`config.mk`:
```
export PLATFORM = sky130hd
export DESIGN_NAME = led_chaser_pattern_sequencer_unit_flat
export DESIGN_NICKNAME = d
export VERILOG_FILES = /design/src/design/lcps_pkg.sv /design/src/design/lcps_if.sv /design/src/design/led_chaser_pattern_sequencer_unit.sv /design/src/design/lcps_tick_timer.sv /design/src/design/lcps_pattern_core.sv /design/src/flat_wrapper.sv
export SDC_FILE = /design/constraint.sdc
export NUM_CORES = 1
export LEC_CHECK = 0
export ABC_AREA = 1
export ABC_CLOCK_PERIOD_IN_PS = 3200
export BUFFER_PORTS_ARGS = -buffer_cell sky130_fd_sc_hd__buf_2
export CAP_MARGIN = 20
export CORE_MARGIN = 5
export CORE_UTILIZATION = 56
export CTS_BUF_LIST = sky130_fd_sc_hd__clkbuf_4 sky130_fd_sc_hd__clkbuf_8 sky130_fd_sc_hd__clkbuf_16
export DETAILED_ROUTE_END_ITERATION = 16
export PLACE_DENSITY = 0.77
export SETUP_SLACK_MARGIN = 0.02
export SLEW_MARGIN = 20
export SYNTH_ARGS = -nofsm -noshare
export SYNTH_HDL_FRONTEND = slang
export SYNTH_HIERARCHICAL = 1
export SYNTH_SLANG_ARGS = --single-unit
```
`constraint.sdc`:
```
create_clock -name clk -period 3.2 [get_ports clk]
set_clock_uncertainty 0.15 [all_clocks]
set_input_delay 0.64 -clock clk [delete_from_list [all_inputs] [get_ports clk]]
set_output_delay 0.64 -clock clk [all_outputs]
set_load 0.005 [all_outputs]
```
`src/design/lcps_pkg.sv`:
```
`timescale 1ns / 1ps

package lcps_pkg;

    localparam int unsigned PERIOD_W  = 16;
    localparam int unsigned LED_W     = 8;
    localparam int unsigned CFG_IDX_W = 1;

    localparam logic [PERIOD_W-1:0] SHORT_PERIOD_RST = 16'd500;
    localparam logic [PERIOD_W-1:0] LONG_PERIOD_RST  = 16'd1000;

    localparam logic [LED_W-1:0] LED_ALL_ON     = 8'hFF;
    localparam logic [LED_W-1:0] SINGLE_FIRST   = 8'h7F;
    localparam logic [LED_W-1:0] SINGLE_FILL    = 8'h80;
    localparam logic [LED_W-1:0] SINGLE_LAST    = 8'hFE;
    localparam logic [LED_W-1:0] DOUBLE_FIRST   = 8'h3F;
    localparam logic [LED_W-1:0] DOUBLE_FILL    = 8'hC0;
    localparam logic [LED_W-1:0] HALF_LOW       = 8'h0F;
    localparam logic [LED_W-1:0] HALF_HIGH      = 8'hF0;

    localparam logic [2:0] DOUBLE_STEPS   = 3'd5;
    localparam logic [4:0] FILL_LAST_LOW  = 5'd7;
    localparam logic [4:0] FILL_STEPS     = 5'd16;

    typedef enum logic [0:0] {
        REG_SHORT_PERIOD = 1'b0,
        REG_LONG_PERIOD  = 1'b1
    } reg_index_t;

    typedef enum logic [1:0] {
        PAT_SINGLE = 2'd0,
        PAT_DOUBLE = 2'd1,
        PAT_HALF   = 2'd2,
        PAT_FILL   = 2'd3
    } pattern_t;

    typedef enum logic [1:0] {
        HALF_LOW_STEP  = 2'd0,
        HALF_HIGH_STEP = 2'd1,
        HALF_PAUSE     = 2'd2,
        HALF_SPARE     = 2'd3
    } half_step_t;

    typedef struct packed {
        logic short_fire;
        logic long_fire;
    } fire_t;

    typedef struct packed {
        logic [LED_W-1:0] led;
        logic             updated;
        pattern_t         mode_next;
        pattern_t         mode_now;
    } core_res_t;

endpackage

```
`src/design/lcps_if.sv`:
```
`timescale 1ns / 1ps

interface lcps_tick_if;
    logic valid;
    logic ready;
    logic tick_valid;

    modport source (output valid, output tick_valid, input ready);
    modport sink   (input valid, input tick_valid, output ready);
endinterface

interface lcps_led_if;
    logic       valid;
    logic       ready;
    logic [7:0] led_pins;
    logic       led_updated;
    logic [1:0] pattern_index;

    modport source (output valid, output led_pins, output led_updated,
                    output pattern_index, input ready);
    modport sink   (input valid, input led_pins, input led_updated,
                    input pattern_index, output ready);
endinterface

```
`src/design/led_chaser_pattern_sequencer_unit.sv`:
```
`timescale 1ns / 1ps
// Channel  Dir  Beat
// ticks    in   tick_valid
// leds     out  led_pins, led_updated, pattern_index
// wr_*     in   period register write (index 0 short, 1 long)
//
// One beat per cycle sustained while leds.ready holds; a taken beat reaches leds through
// the input register and the result register, with one pass of counter/pattern logic
// between them.
// Reset clears counters and pattern state and sets the periods to 500 / 1000.
// A stalled leds beat holds; ticks keep being taken until the input register fills.

module led_chaser_pattern_sequencer_unit (
    input  logic                           clk,
    input  logic                           rst_n,
    lcps_tick_if.sink                      ticks,
    lcps_led_if.source                     leds,
    input  logic                           wr_en,
    input  logic [lcps_pkg::CFG_IDX_W-1:0] wr_index,
    input  logic [lcps_pkg::PERIOD_W-1:0]  wr_data
);
    import lcps_pkg::*;

    logic             in_valid_reg;
    logic             in_tick_reg;
    logic             out_valid_reg;
    logic [LED_W-1:0] out_led_reg;
    logic             out_upd_reg;
    pattern_t         out_mode_reg;
    logic             advance;
    fire_t            fire;
    core_res_t        res;

    assign advance     = in_valid_reg && (!out_valid_reg || leds.ready);
    assign ticks.ready = !in_valid_reg || advance;

    lcps_tick_timer u_timer (
        .clk      (clk),
        .rst_n    (rst_n),
        .wr_en    (wr_en),
        .wr_index (wr_index),
        .wr_data  (wr_data),
        .step     (advance),
        .tick     (in_tick_reg),
        .fire     (fire)
    );

    lcps_pattern_core u_core (
        .clk   (clk),
        .rst_n (rst_n),
        .step  (advance),
        .fire  (fire),
        .res   (res)
    );

    always_ff @(posedge clk or negedge rst_n)
    begin
        if (!rst_n)
        begin
            in_valid_reg  <= 1'b0;
            out_valid_reg <= 1'b0;
        end
        else
        begin
            if (ticks.ready)
                in_valid_reg <= ticks.valid;
            if (advance)
                out_valid_reg <= 1'b1;
            else if (leds.ready)
                out_valid_reg <= 1'b0;
        end
    end

    always_ff @(posedge clk)
    begin
        if (ticks.ready && ticks.valid)
            in_tick_reg <= ticks.tick_valid;
        if (advance)
        begin
            out_led_reg  <= res.led;
            out_upd_reg  <= res.updated;
            out_mode_reg <= res.mode_next;
        end
    end

    assign leds.valid         = out_valid_reg;
    assign leds.led_pins      = out_led_reg;
    assign leds.led_updated   = out_upd_reg;
    assign leds.pattern_index = out_mode_reg;

    a_no_tick_no_write: assert property (@(posedge clk) disable iff (!rst_n)
        advance && !in_tick_reg |=> !leds.led_updated)
        else $error("beat without tick reported an LED write");

    a_mode_steps_by_one: assert property (@(posedge clk) disable iff (!rst_n)
        advance |=> (leds.pattern_index == $past(res.mode_now)) ||
                    (leds.pattern_index == $past(res.mode_now) + 2'd1))
        else $error("pattern advanced by more than one");

    a_full_stalls_input: assert property (@(posedge clk) disable iff (!rst_n)
        in_valid_reg && out_valid_reg && !leds.ready |-> !ticks.ready)
        else $error("tick taken while both stages held");

    a_result_follows_advance: assert property (@(posedge clk) disable iff (!rst_n)
        advance |=> leds.valid)
        else $error("advanced beat did not reach the output");

endmodule

```
`src/design/lcps_tick_timer.sv`:
```
`timescale 1ns / 1ps

module lcps_tick_timer (
    input  logic                             clk,
    input  logic                             rst_n,
    input  logic                             wr_en,
    input  logic [lcps_pkg::CFG_IDX_W-1:0]   wr_index,
    input  logic [lcps_pkg::PERIOD_W-1:0]    wr_data,
    input  logic                             step,
    input  logic                             tick,
    output lcps_pkg::fire_t                  fire
);
    import lcps_pkg::*;

    logic [PERIOD_W-1:0] short_period_reg;
    logic [PERIOD_W-1:0] long_period_reg;
    logic [PERIOD_W-1:0] short_cnt_reg;
    logic [PERIOD_W-1:0] long_cnt_reg;
    logic [PERIOD_W-1:0] short_cnt_next;
    logic [PERIOD_W-1:0] long_cnt_next;
    logic [PERIOD_W-1:0] short_sum;
    logic [PERIOD_W-1:0] long_sum;

    assign short_sum = short_cnt_reg + 1'b1;
    assign long_sum  = long_cnt_reg + 1'b1;

    assign fire.short_fire = tick && (short_sum >= short_period_reg);
    assign fire.long_fire  = tick && (long_sum >= long_period_reg);

    always_comb
    begin
        short_cnt_next = short_cnt_reg;
        long_cnt_next  = long_cnt_reg;
        if (tick)
        begin
            short_cnt_next = fire.short_fire ? '0 : short_sum;
            long_cnt_next  = fire.long_fire ? '0 : long_sum;
        end
    end

    always_ff @(posedge clk or negedge rst_n)
    begin
        if (!rst_n)
        begin
            short_period_reg <= SHORT_PERIOD_RST;
            long_period_reg  <= LONG_PERIOD_RST;
            short_cnt_reg    <= '0;
            long_cnt_reg     <= '0;
        end
        else
        begin
            if (wr_en)
            begin
                unique case (reg_index_t'(wr_index))
                    REG_SHORT_PERIOD: short_period_reg <= wr_data;
                    REG_LONG_PERIOD:  long_period_reg  <= wr_data;
                    default:          ;
                endcase
            end
            if (step)
            begin
                short_cnt_reg <= short_cnt_next;
                long_cnt_reg  <= long_cnt_next;
            end
        end
    end

endmodule

```
`src/design/lcps_pattern_core.sv`:
```
`timescale 1ns / 1ps

module lcps_pattern_core (
    input  logic               clk,
    input  logic               rst_n,
    input  logic               step,
    input  lcps_pkg::fire_t    fire,
    output lcps_pkg::core_res_t res
);
    import lcps_pkg::*;

    pattern_t         mode_reg,   mode_next;
    logic [LED_W-1:0] single_reg, single_next;
    logic [LED_W-1:0] double_reg, double_next;
    logic [LED_W-1:0] fill_reg,   fill_next;
    logic [2:0]       dcnt_reg,   dcnt_next;
    half_step_t       hcnt_reg,   hcnt_next;
    logic [4:0]       fcnt_reg,   fcnt_next;
    logic [LED_W-1:0] led_reg,    led_next;
    logic             wrote;

    always_comb
    begin
        mode_next   = mode_reg;
        single_next = single_reg;
        double_next = double_reg;
        fill_next   = fill_reg;
        dcnt_next   = dcnt_reg;
        hcnt_next   = hcnt_reg;
        fcnt_next   = fcnt_reg;
        led_next    = led_reg;
        wrote       = 1'b0;

        if (fire.short_fire)
        begin
            unique case (mode_reg)
                PAT_SINGLE:
                begin
                    single_next = (single_reg == LED_ALL_ON) ? SINGLE_FIRST
                                : ((single_reg >> 1) | SINGLE_FILL);
                    led_next = single_next;
                    wrote    = 1'b1;
                    if (single_next == SINGLE_LAST)
                    begin
                        single_next = LED_ALL_ON;
                        mode_next   = PAT_DOUBLE;
                    end
                end
                PAT_DOUBLE:
                begin
                    double_next = (double_reg == LED_ALL_ON) ? DOUBLE_FIRST
                                : ((double_reg >> 2) | DOUBLE_FILL);
                    led_next  = double_next;
                    wrote     = 1'b1;
                    dcnt_next = dcnt_reg + 1'b1;
                    if (dcnt_next == DOUBLE_STEPS)
                    begin
                        double_next = LED_ALL_ON;
                        dcnt_next   = '0;
                        mode_next   = PAT_HALF;
                    end
                end
                PAT_FILL:
                begin
                    priority if (fcnt_reg <= FILL_LAST_LOW)
                    begin
                        fill_next = fill_reg >> 1;
                        led_next  = fill_next;
                        wrote     = 1'b1;
                        fcnt_next = fcnt_reg + 1'b1;
                    end
                    else if (fcnt_reg < FILL_STEPS)
                    begin
                        fill_next = (fill_reg >> 1) | SINGLE_FILL;
                        led_next  = fill_next;
                        wrote     = 1'b1;
                        fcnt_next = fcnt_reg + 1'b1;
                    end
                    else
                    begin
                        fcnt_next = '0;
                        mode_next = PAT_SINGLE;
                    end
                end
                PAT_HALF: ;
                default: ;
            endcase
        end

        // long branch sees the mode left by the short branch
        if (fire.long_fire && mode_next == PAT_HALF)
        begin
            unique case (hcnt_reg)
                HALF_LOW_STEP:
                begin
                    led_next  = HALF_LOW;
                    wrote     = 1'b1;
                    hcnt_next = HALF_HIGH_STEP;
                end
                HALF_HIGH_STEP:
                begin
                    led_next  = HALF_HIGH;
                    wrote     = 1'b1;
                    hcnt_next = HALF_PAUSE;
                end
                HALF_PAUSE, HALF_SPARE:
                begin
                    hcnt_next = HALF_LOW_STEP;
                    mode_next = PAT_FILL;
                end
                default: ;
            endcase
        end
    end

    always_comb
    begin
        res.led       = led_next;
        res.updated   = wrote;
        res.mode_next = mode_next;
        res.mode_now  = mode_reg;
    end

    always_ff @(posedge clk or negedge rst_n)
    begin
        if (!rst_n)
        begin
            mode_reg   <= PAT_SINGLE;
            single_reg <= LED_ALL_ON;
            double_reg <= LED_ALL_ON;
            fill_reg   <= LED_ALL_ON;
            dcnt_reg   <= '0;
            hcnt_reg   <= HALF_LOW_STEP;
            fcnt_reg   <= '0;
            led_reg    <= '0;
        end
        else if (step)
        begin
            mode_reg   <= mode_next;
            single_reg <= single_next;
            double_reg <= double_next;
            fill_reg   <= fill_next;
            dcnt_reg   <= dcnt_next;
            hcnt_reg   <= hcnt_next;
            fcnt_reg   <= fcnt_next;
            led_reg    <= led_next;
        end
    end

endmodule
```
`src/flat_wrapper.sv`:
```
// flat-port wrapper written by rule: the top's interface ports become plain ports
module led_chaser_pattern_sequencer_unit_flat import lcps_pkg::*;
  (clk, rst_n, wr_en, wr_index, wr_data, ticks_valid, ticks_tick_valid, ticks_ready, leds_valid, leds_led_pins, leds_led_updated, leds_pattern_index, leds_ready);
  lcps_tick_if ticks_i ();
  lcps_led_if leds_i ();
  input  logic clk;
  input  logic rst_n;
  input  logic wr_en;
  input  logic [lcps_pkg::CFG_IDX_W-1:0] wr_index;
  input  logic [lcps_pkg::PERIOD_W-1:0] wr_data;
  input wire logic [$bits(ticks_i.valid)-1:0] ticks_valid;
  input wire logic [$bits(ticks_i.tick_valid)-1:0] ticks_tick_valid;
  output wire logic [$bits(ticks_i.ready)-1:0] ticks_ready;
  output wire logic [$bits(leds_i.valid)-1:0] leds_valid;
  output wire logic [$bits(leds_i.led_pins)-1:0] leds_led_pins;
  output wire logic [$bits(leds_i.led_updated)-1:0] leds_led_updated;
  output wire logic [$bits(leds_i.pattern_index)-1:0] leds_pattern_index;
  input wire logic [$bits(leds_i.ready)-1:0] leds_ready;
  assign ticks_i.valid = ticks_valid;
  assign ticks_i.tick_valid = ticks_tick_valid;
  assign ticks_ready = ticks_i.ready;
  assign leds_valid = leds_i.valid;
  assign leds_led_pins = leds_i.led_pins;
  assign leds_led_updated = leds_i.led_updated;
  assign leds_pattern_index = leds_i.pattern_index;
  assign leds_i.ready = leds_ready;
  led_chaser_pattern_sequencer_unit u_core (.clk(clk), .rst_n(rst_n), .ticks(ticks_i), .leds(leds_i), .wr_en(wr_en), .wr_index(wr_index), .wr_data(wr_data));
endmodule
```
Word-level counts from Yosys, hierarchy flattened --
Cells that the tools add are included.
Cells by class: eq/ne operators 10, magnitude comparators 4, multiply operators 0, div/mod/pow operators 0, shifts and indexed selects 0, reductions and logical operators 24, mux-type cells 34, add/sub/neg operators 4, bitwise operators 1
Operator list (count):
- two-way mux 8 bit | 10
- adder 16 x 1 -> 16 bit (second input constant) | 2
- >= comparator 16 bit | 2
- two-way mux 16 bit | 2
- == test 8 bit (second input constant) | 3
- one-hot mux 8 bit (3 select lines) | 1
- one-hot mux 8 bit (2 select lines) | 1
- two-way mux 2 bit | 7
- one-hot mux 2 bit (3 select lines) | 2
- two-way mux 5 bit | 2
- AND reduction 3 bit | 3
- == test 2 bit (second input constant) | 4
- AND reduction 2 bit | 4
- two-way mux 1 bit | 7
- OR reduction 2 bit | 3
- adder 5 x 1 -> 5 bit (second input constant) | 1
- <= comparator 5 x 3 -> 1 bit (second input constant) | 1
- logical AND 1 bit | 5
- < comparator 5 bit (second input constant) | 1
- == test 2 x 1 -> 1 bit (second input constant) | 2
- zero test 2 bit | 2
- AND reduction 4 bit | 1
- nonzero test 2 bit | 2
- adder 3 x 1 -> 3 bit (second input constant) | 1
- other kinds (6) | 8
Storage, ports and cells: memory bits (read-only) 0, output and inout bits 13, bits of input ports 23, memories kept 0, latch bits 0, bits in registers 122, word-level logic and storage cells 95, bits in writable memories 0

Depth between registers and ports, before layout --
word-level depth 9, gate-level depth with buffers 26, depth with buffers taken out 26

Cells and area by module --
Netlist, hierarchy kept.
Modules (own cells, without submodules):
- lcps_tick_timer | area an instance 4147.7 µm², sequential area each 1616.6 µm², cells an instance 549, instances 1
- lcps_pattern_core | area an instance 2235.9 µm², sequential area each 999.7 µm², cells an instance 302, instances 1
- led_chaser_pattern_sequencer_unit | area an instance 455.4 µm², sequential area each 410.4 µm², cells an instance 24, instances 1

Least setup slack after synthesis --
OpenSTA, ideal clock, no wires.
path type reg-to-reg, start register u_core.u_timer.short_cnt_reg[0], end register u_core.out_led_reg[7] (netlist: u_core/leds.led_pins[7]), data pin, required time 2.794 ns, setup time 0.256 ns, setup slack 0.021 ns, period minus slack after synthesis 3.179 ns, path buffers 0, stages on the path, launching flop included 25, arrival time 2.773 ns, cell sequence dfrtp_1 > ha_1 > nand3_2 > nor2_1 > nor2_1 > or2_1 > inv_1 > ha_1 > nand2_1 > inv_1 > nand2_1 > nor2_1 > nor2_1 > nand2_1 > nand2_2 > a21oi_1 > inv_1 > nor2_2 > inv_2 > nor2_1 > nand2_1 > nor2_1 > nor2_1 > nand2_1 > nand2_2
RTL lines:
- start: declaration | line lcps_tick_timer.sv:17 | logic [PERIOD_W-1:0] short_cnt_reg;
- start signal: assignment | line lcps_tick_timer.sv:62 | short_cnt_reg <= short_cnt_next;
- end signal: assignment | line led_chaser_pattern_sequencer_unit.sv:80 | out_led_reg <= res.led;
- end: declaration | line led_chaser_pattern_sequencer_unit.sv:27 | logic [LED_W-1:0] out_led_reg;

==> results_dict.tcl <==
set metrics [dict create \
    status "finished with violations" \
    violations "negative setup slack" \
    dp_hpwl_um 11100 \
    crit_family "simple AND/OR/NAND/NOR gates" \
    io_buffers 35 \
    io_pins 36 \
    fin_crit_ns 3.23 \
    fin_crit_sh_pct 101 \
    hold_viol_final 0 \
    hold_buffers 0 \
    layout_common_cells "258 x nand2_1, 123 x inv_1, 68 x dfrtp_1" \
    cts_inserted_buffers 17 \
    fillers 862 \
    required_ns 3.23 \
    slew_violations 0 \
    synth_cells 875 \
    multi_input_area_um2 3570 \
    grt_use_met2_pct 38.7 \
    ys.flop_type "dfrtp_1" \
    antenna_found_initial 0 \
    cts_buffer_depth 2 \
    insertion_delay_ns 0.42 \
    slew_headroom_pct 36.1 \
    ys_types 46 \
    drv_cap 0 \
    drt_iter0_drc 378 \
    dr.pass1.iters 5 \
    syn2layout_area_growth_pct 24.8 \
    die_x_um 121 \
    syn-num-nets 936 \
    min_path_type "primary input to asynchronous set/reset pin" \
    clk_pin_slew_ns 0.06 \
    timing.fmax_mhz 309 \
    globalplace.congestion 0.958 \
    yosys_warnings 6 \
    setup_viol 4 \
    grt-ovfl-total 0 \
    syn_area_um2 6840 \
    crit_top_cell "inv_2" \
    vias_per_cell 5.30 \
    start_util_pct 56.9 \
    netlist_top_cells_area "dfrtp_1 27%, nand2_1 15%, dfstp_2 12%" \
    regArea_um2 3030 \
    tritoncts "yes" \
    final_nets 1035 \
    end_kind "flop" \
    synth_seq_cells 117 \
    ant_nets 0 \
    cts.sinks 117 \
    grt_pass1_vias 5815 \
    cp.buffers_inverters 5 \
    mostFrequentLayoutCell "nand2_1" \
    crit_type "flop to flop" \
    worst_pin_slew_ns 0.956 \
    coreArea_um2 12000 \
    totalWireLength_um 16400 \
    grt_pass1_wl_um 26200 \
    cp_slowest_cell "dfrtp_1" \
    p_total_mw 5.66 \
    drive_above_1_share_pct 29.1 \
    cp_slowest_stage_delay_ns 0.42 \
    htree_levels 4 \
    avgSynthCellArea_um2 7.82 \
    drc_errors 0 \
    dpl_cell_area_um2 7450 \
    fin_ws_ns -0.0339 \
    synth_edf_count 12 \
    cp_max_fo 4 \
    leakage_nw 4.32 \
    stdcell_area_um2 8540 \
    std_cell_rows 40 \
    post_drt_wl_per_cell_um 14.4 \
    use_met1_pct 26.6 \
    start_kind "flop" \
    crit_arrival_ns 3.26 \
    yosysTopAreaCell "dfrtp_1" \
    antennaDiodeCount 0 \
    yosys.area.top_type_share_pct 27.1 \
    rsz0062_at_grt "yes" \
    synth-seq-area-share_pct 44.3 \
    power_density_nw_per_um2 664 \
    busiest_layer "met2" \
    ir_drop_uv 602 \
    cp_cell_sequence "buf_6, nand3_4, inv_2, nand2_4, buf_6, nor2_4, xor2_2, ha_4, nand4_1, a21oi_2, nor2_2, a21oi_4, inv_2, nor2_4, inv_2, mux2i_2, nand2_4, and2_1" \
    grt_use_met3_pct 5.61 \
    die_h_um 121 \
    grt_use_total_pct 22.5 \
    grt_max_degree 50 \
    cts_root_buffer "clkbuf_16" \
    via_count 6010 \
    dieArea_um2 14500 \
    async_reset_ff_share_pct 89.7 \
]
==> repair_timing <==
action                                 in CTS  in global routing
gates cloned                                0                  1
setup endpoints to repair                  22                 46
setup buffers                               7                 12
resized for setup                          26                 81
endpoints found under the hold margin       0                  0
pin swaps                                  15                 23
==> metal layers <==
layer	up-vias	share of wire, %
met5	-	0
met4	0	3.7
met3	57	3.5
met2	141	52
met1	2819	41
li1	2993	-
==> cell type report <==
type / instances / share of cell area, %
timing repair buffer: 96 / 7.87
clock buffer: 20 / 5.25
tap: 147 / 2.15
inverter: 143 / 6.38
sequential: 117 / 35.5
multi-input combinational: 599 / 41.8
clock inverter: 12 / 0.982
==> Yosys cell counts, types with 3 or more instances <==
| library cell | n |
|---|---|
| a21oi_1 | 24 |
| buf_2 | 6 |
| clkbuf_1 | 7 |
| dfrtp_1 | 74 |
| dfstp_2 | 31 |
| edfxtp_1 | 12 |
| ha_1 | 38 |
| inv_1 | 130 |
| inv_2 | 12 |
| nand2_1 | 274 |
| nand2_2 | 15 |
| nand3_1 | 19 |
| nand3_2 | 8 |
| nand3b_1 | 3 |
| nand4_1 | 21 |
| nor2_1 | 51 |
| nor2_2 | 6 |
| nor2_4 | 8 |
| nor3_2 | 3 |
| o211ai_1 | 3 |
| o21ai_0 | 62 |
| o21ai_1 | 27 |
| or2_2 | 3 |
| xor2_1 | 6 |
==> path summary, 6_finish.rpt <==
check,startpoint,end,slack (ns),depth (start not counted)
max,u_core/u_timer/short_cnt_reg[1],u_core/leds.led_pins[2],-0.03,18
min,rst_n,u_core/u_core/dcnt_reg[0],0.09,1
max reg2reg,u_core/u_timer/short_cnt_reg[1],u_core/leds.led_pins[2],-0.03,18
min reg2reg,u_core/u_core/double_reg[1],u_core/u_core/double_reg[1],0.32,2
max in group asynchronous,rst_n,u_core/u_timer/long_period_reg[3],2.04,2
min in group clk,ticks_tick_valid,u_core/in_tick_reg,0.24,1
==> where the power goes <==
group | switching (mW) | leakage [nW] | internal (mW)
registers | 0.283 | 1.38 | 1.89
logic | 1.08 | 2.69 | 0.719
clock network | 0.685 | 0.254 | 1.01
total | 2.05 | 4.32 | 3.62
==> per-stage QoR <==
step	hold WS [ns]	std cells	setup TNS [ns]	utilization (%)	worst slack [ns]
after CTS	0.101	1121	0	67.8	0.0278
after floorplan	0.194	875	0	-	0.0206
after detailed placement	0.316	1082	-2.40	62.0	-0.192
after global placement	0.312	1082	-0.696	62.0	-0.0784
final	0.0936	1134	-0.0614	71.1	-0.0339
after global routing	0.135	1134	-4.47	71.1	-0.246
==> logic make-up (layout without fill, tap and decap cells) <==
| family | Yosys count | after routing | share of synthesized area, % |
|---|---|---|---|
| compound gates | 129 | 129 | 10.1 |
| simple gates | 421 | 421 | 28.1 |
| fa+ha+maj | 38 | 38 | 6.95 |
| mux | 1 | 1 | 0.146 |
| flops | 117 | 117 | 44.3 |
| buf+inv | 159 | 271 | 8.95 |
| xor+xnor | 10 | 10 | 1.50 |
Note: power is estimated with default switching activity, not from simulation.
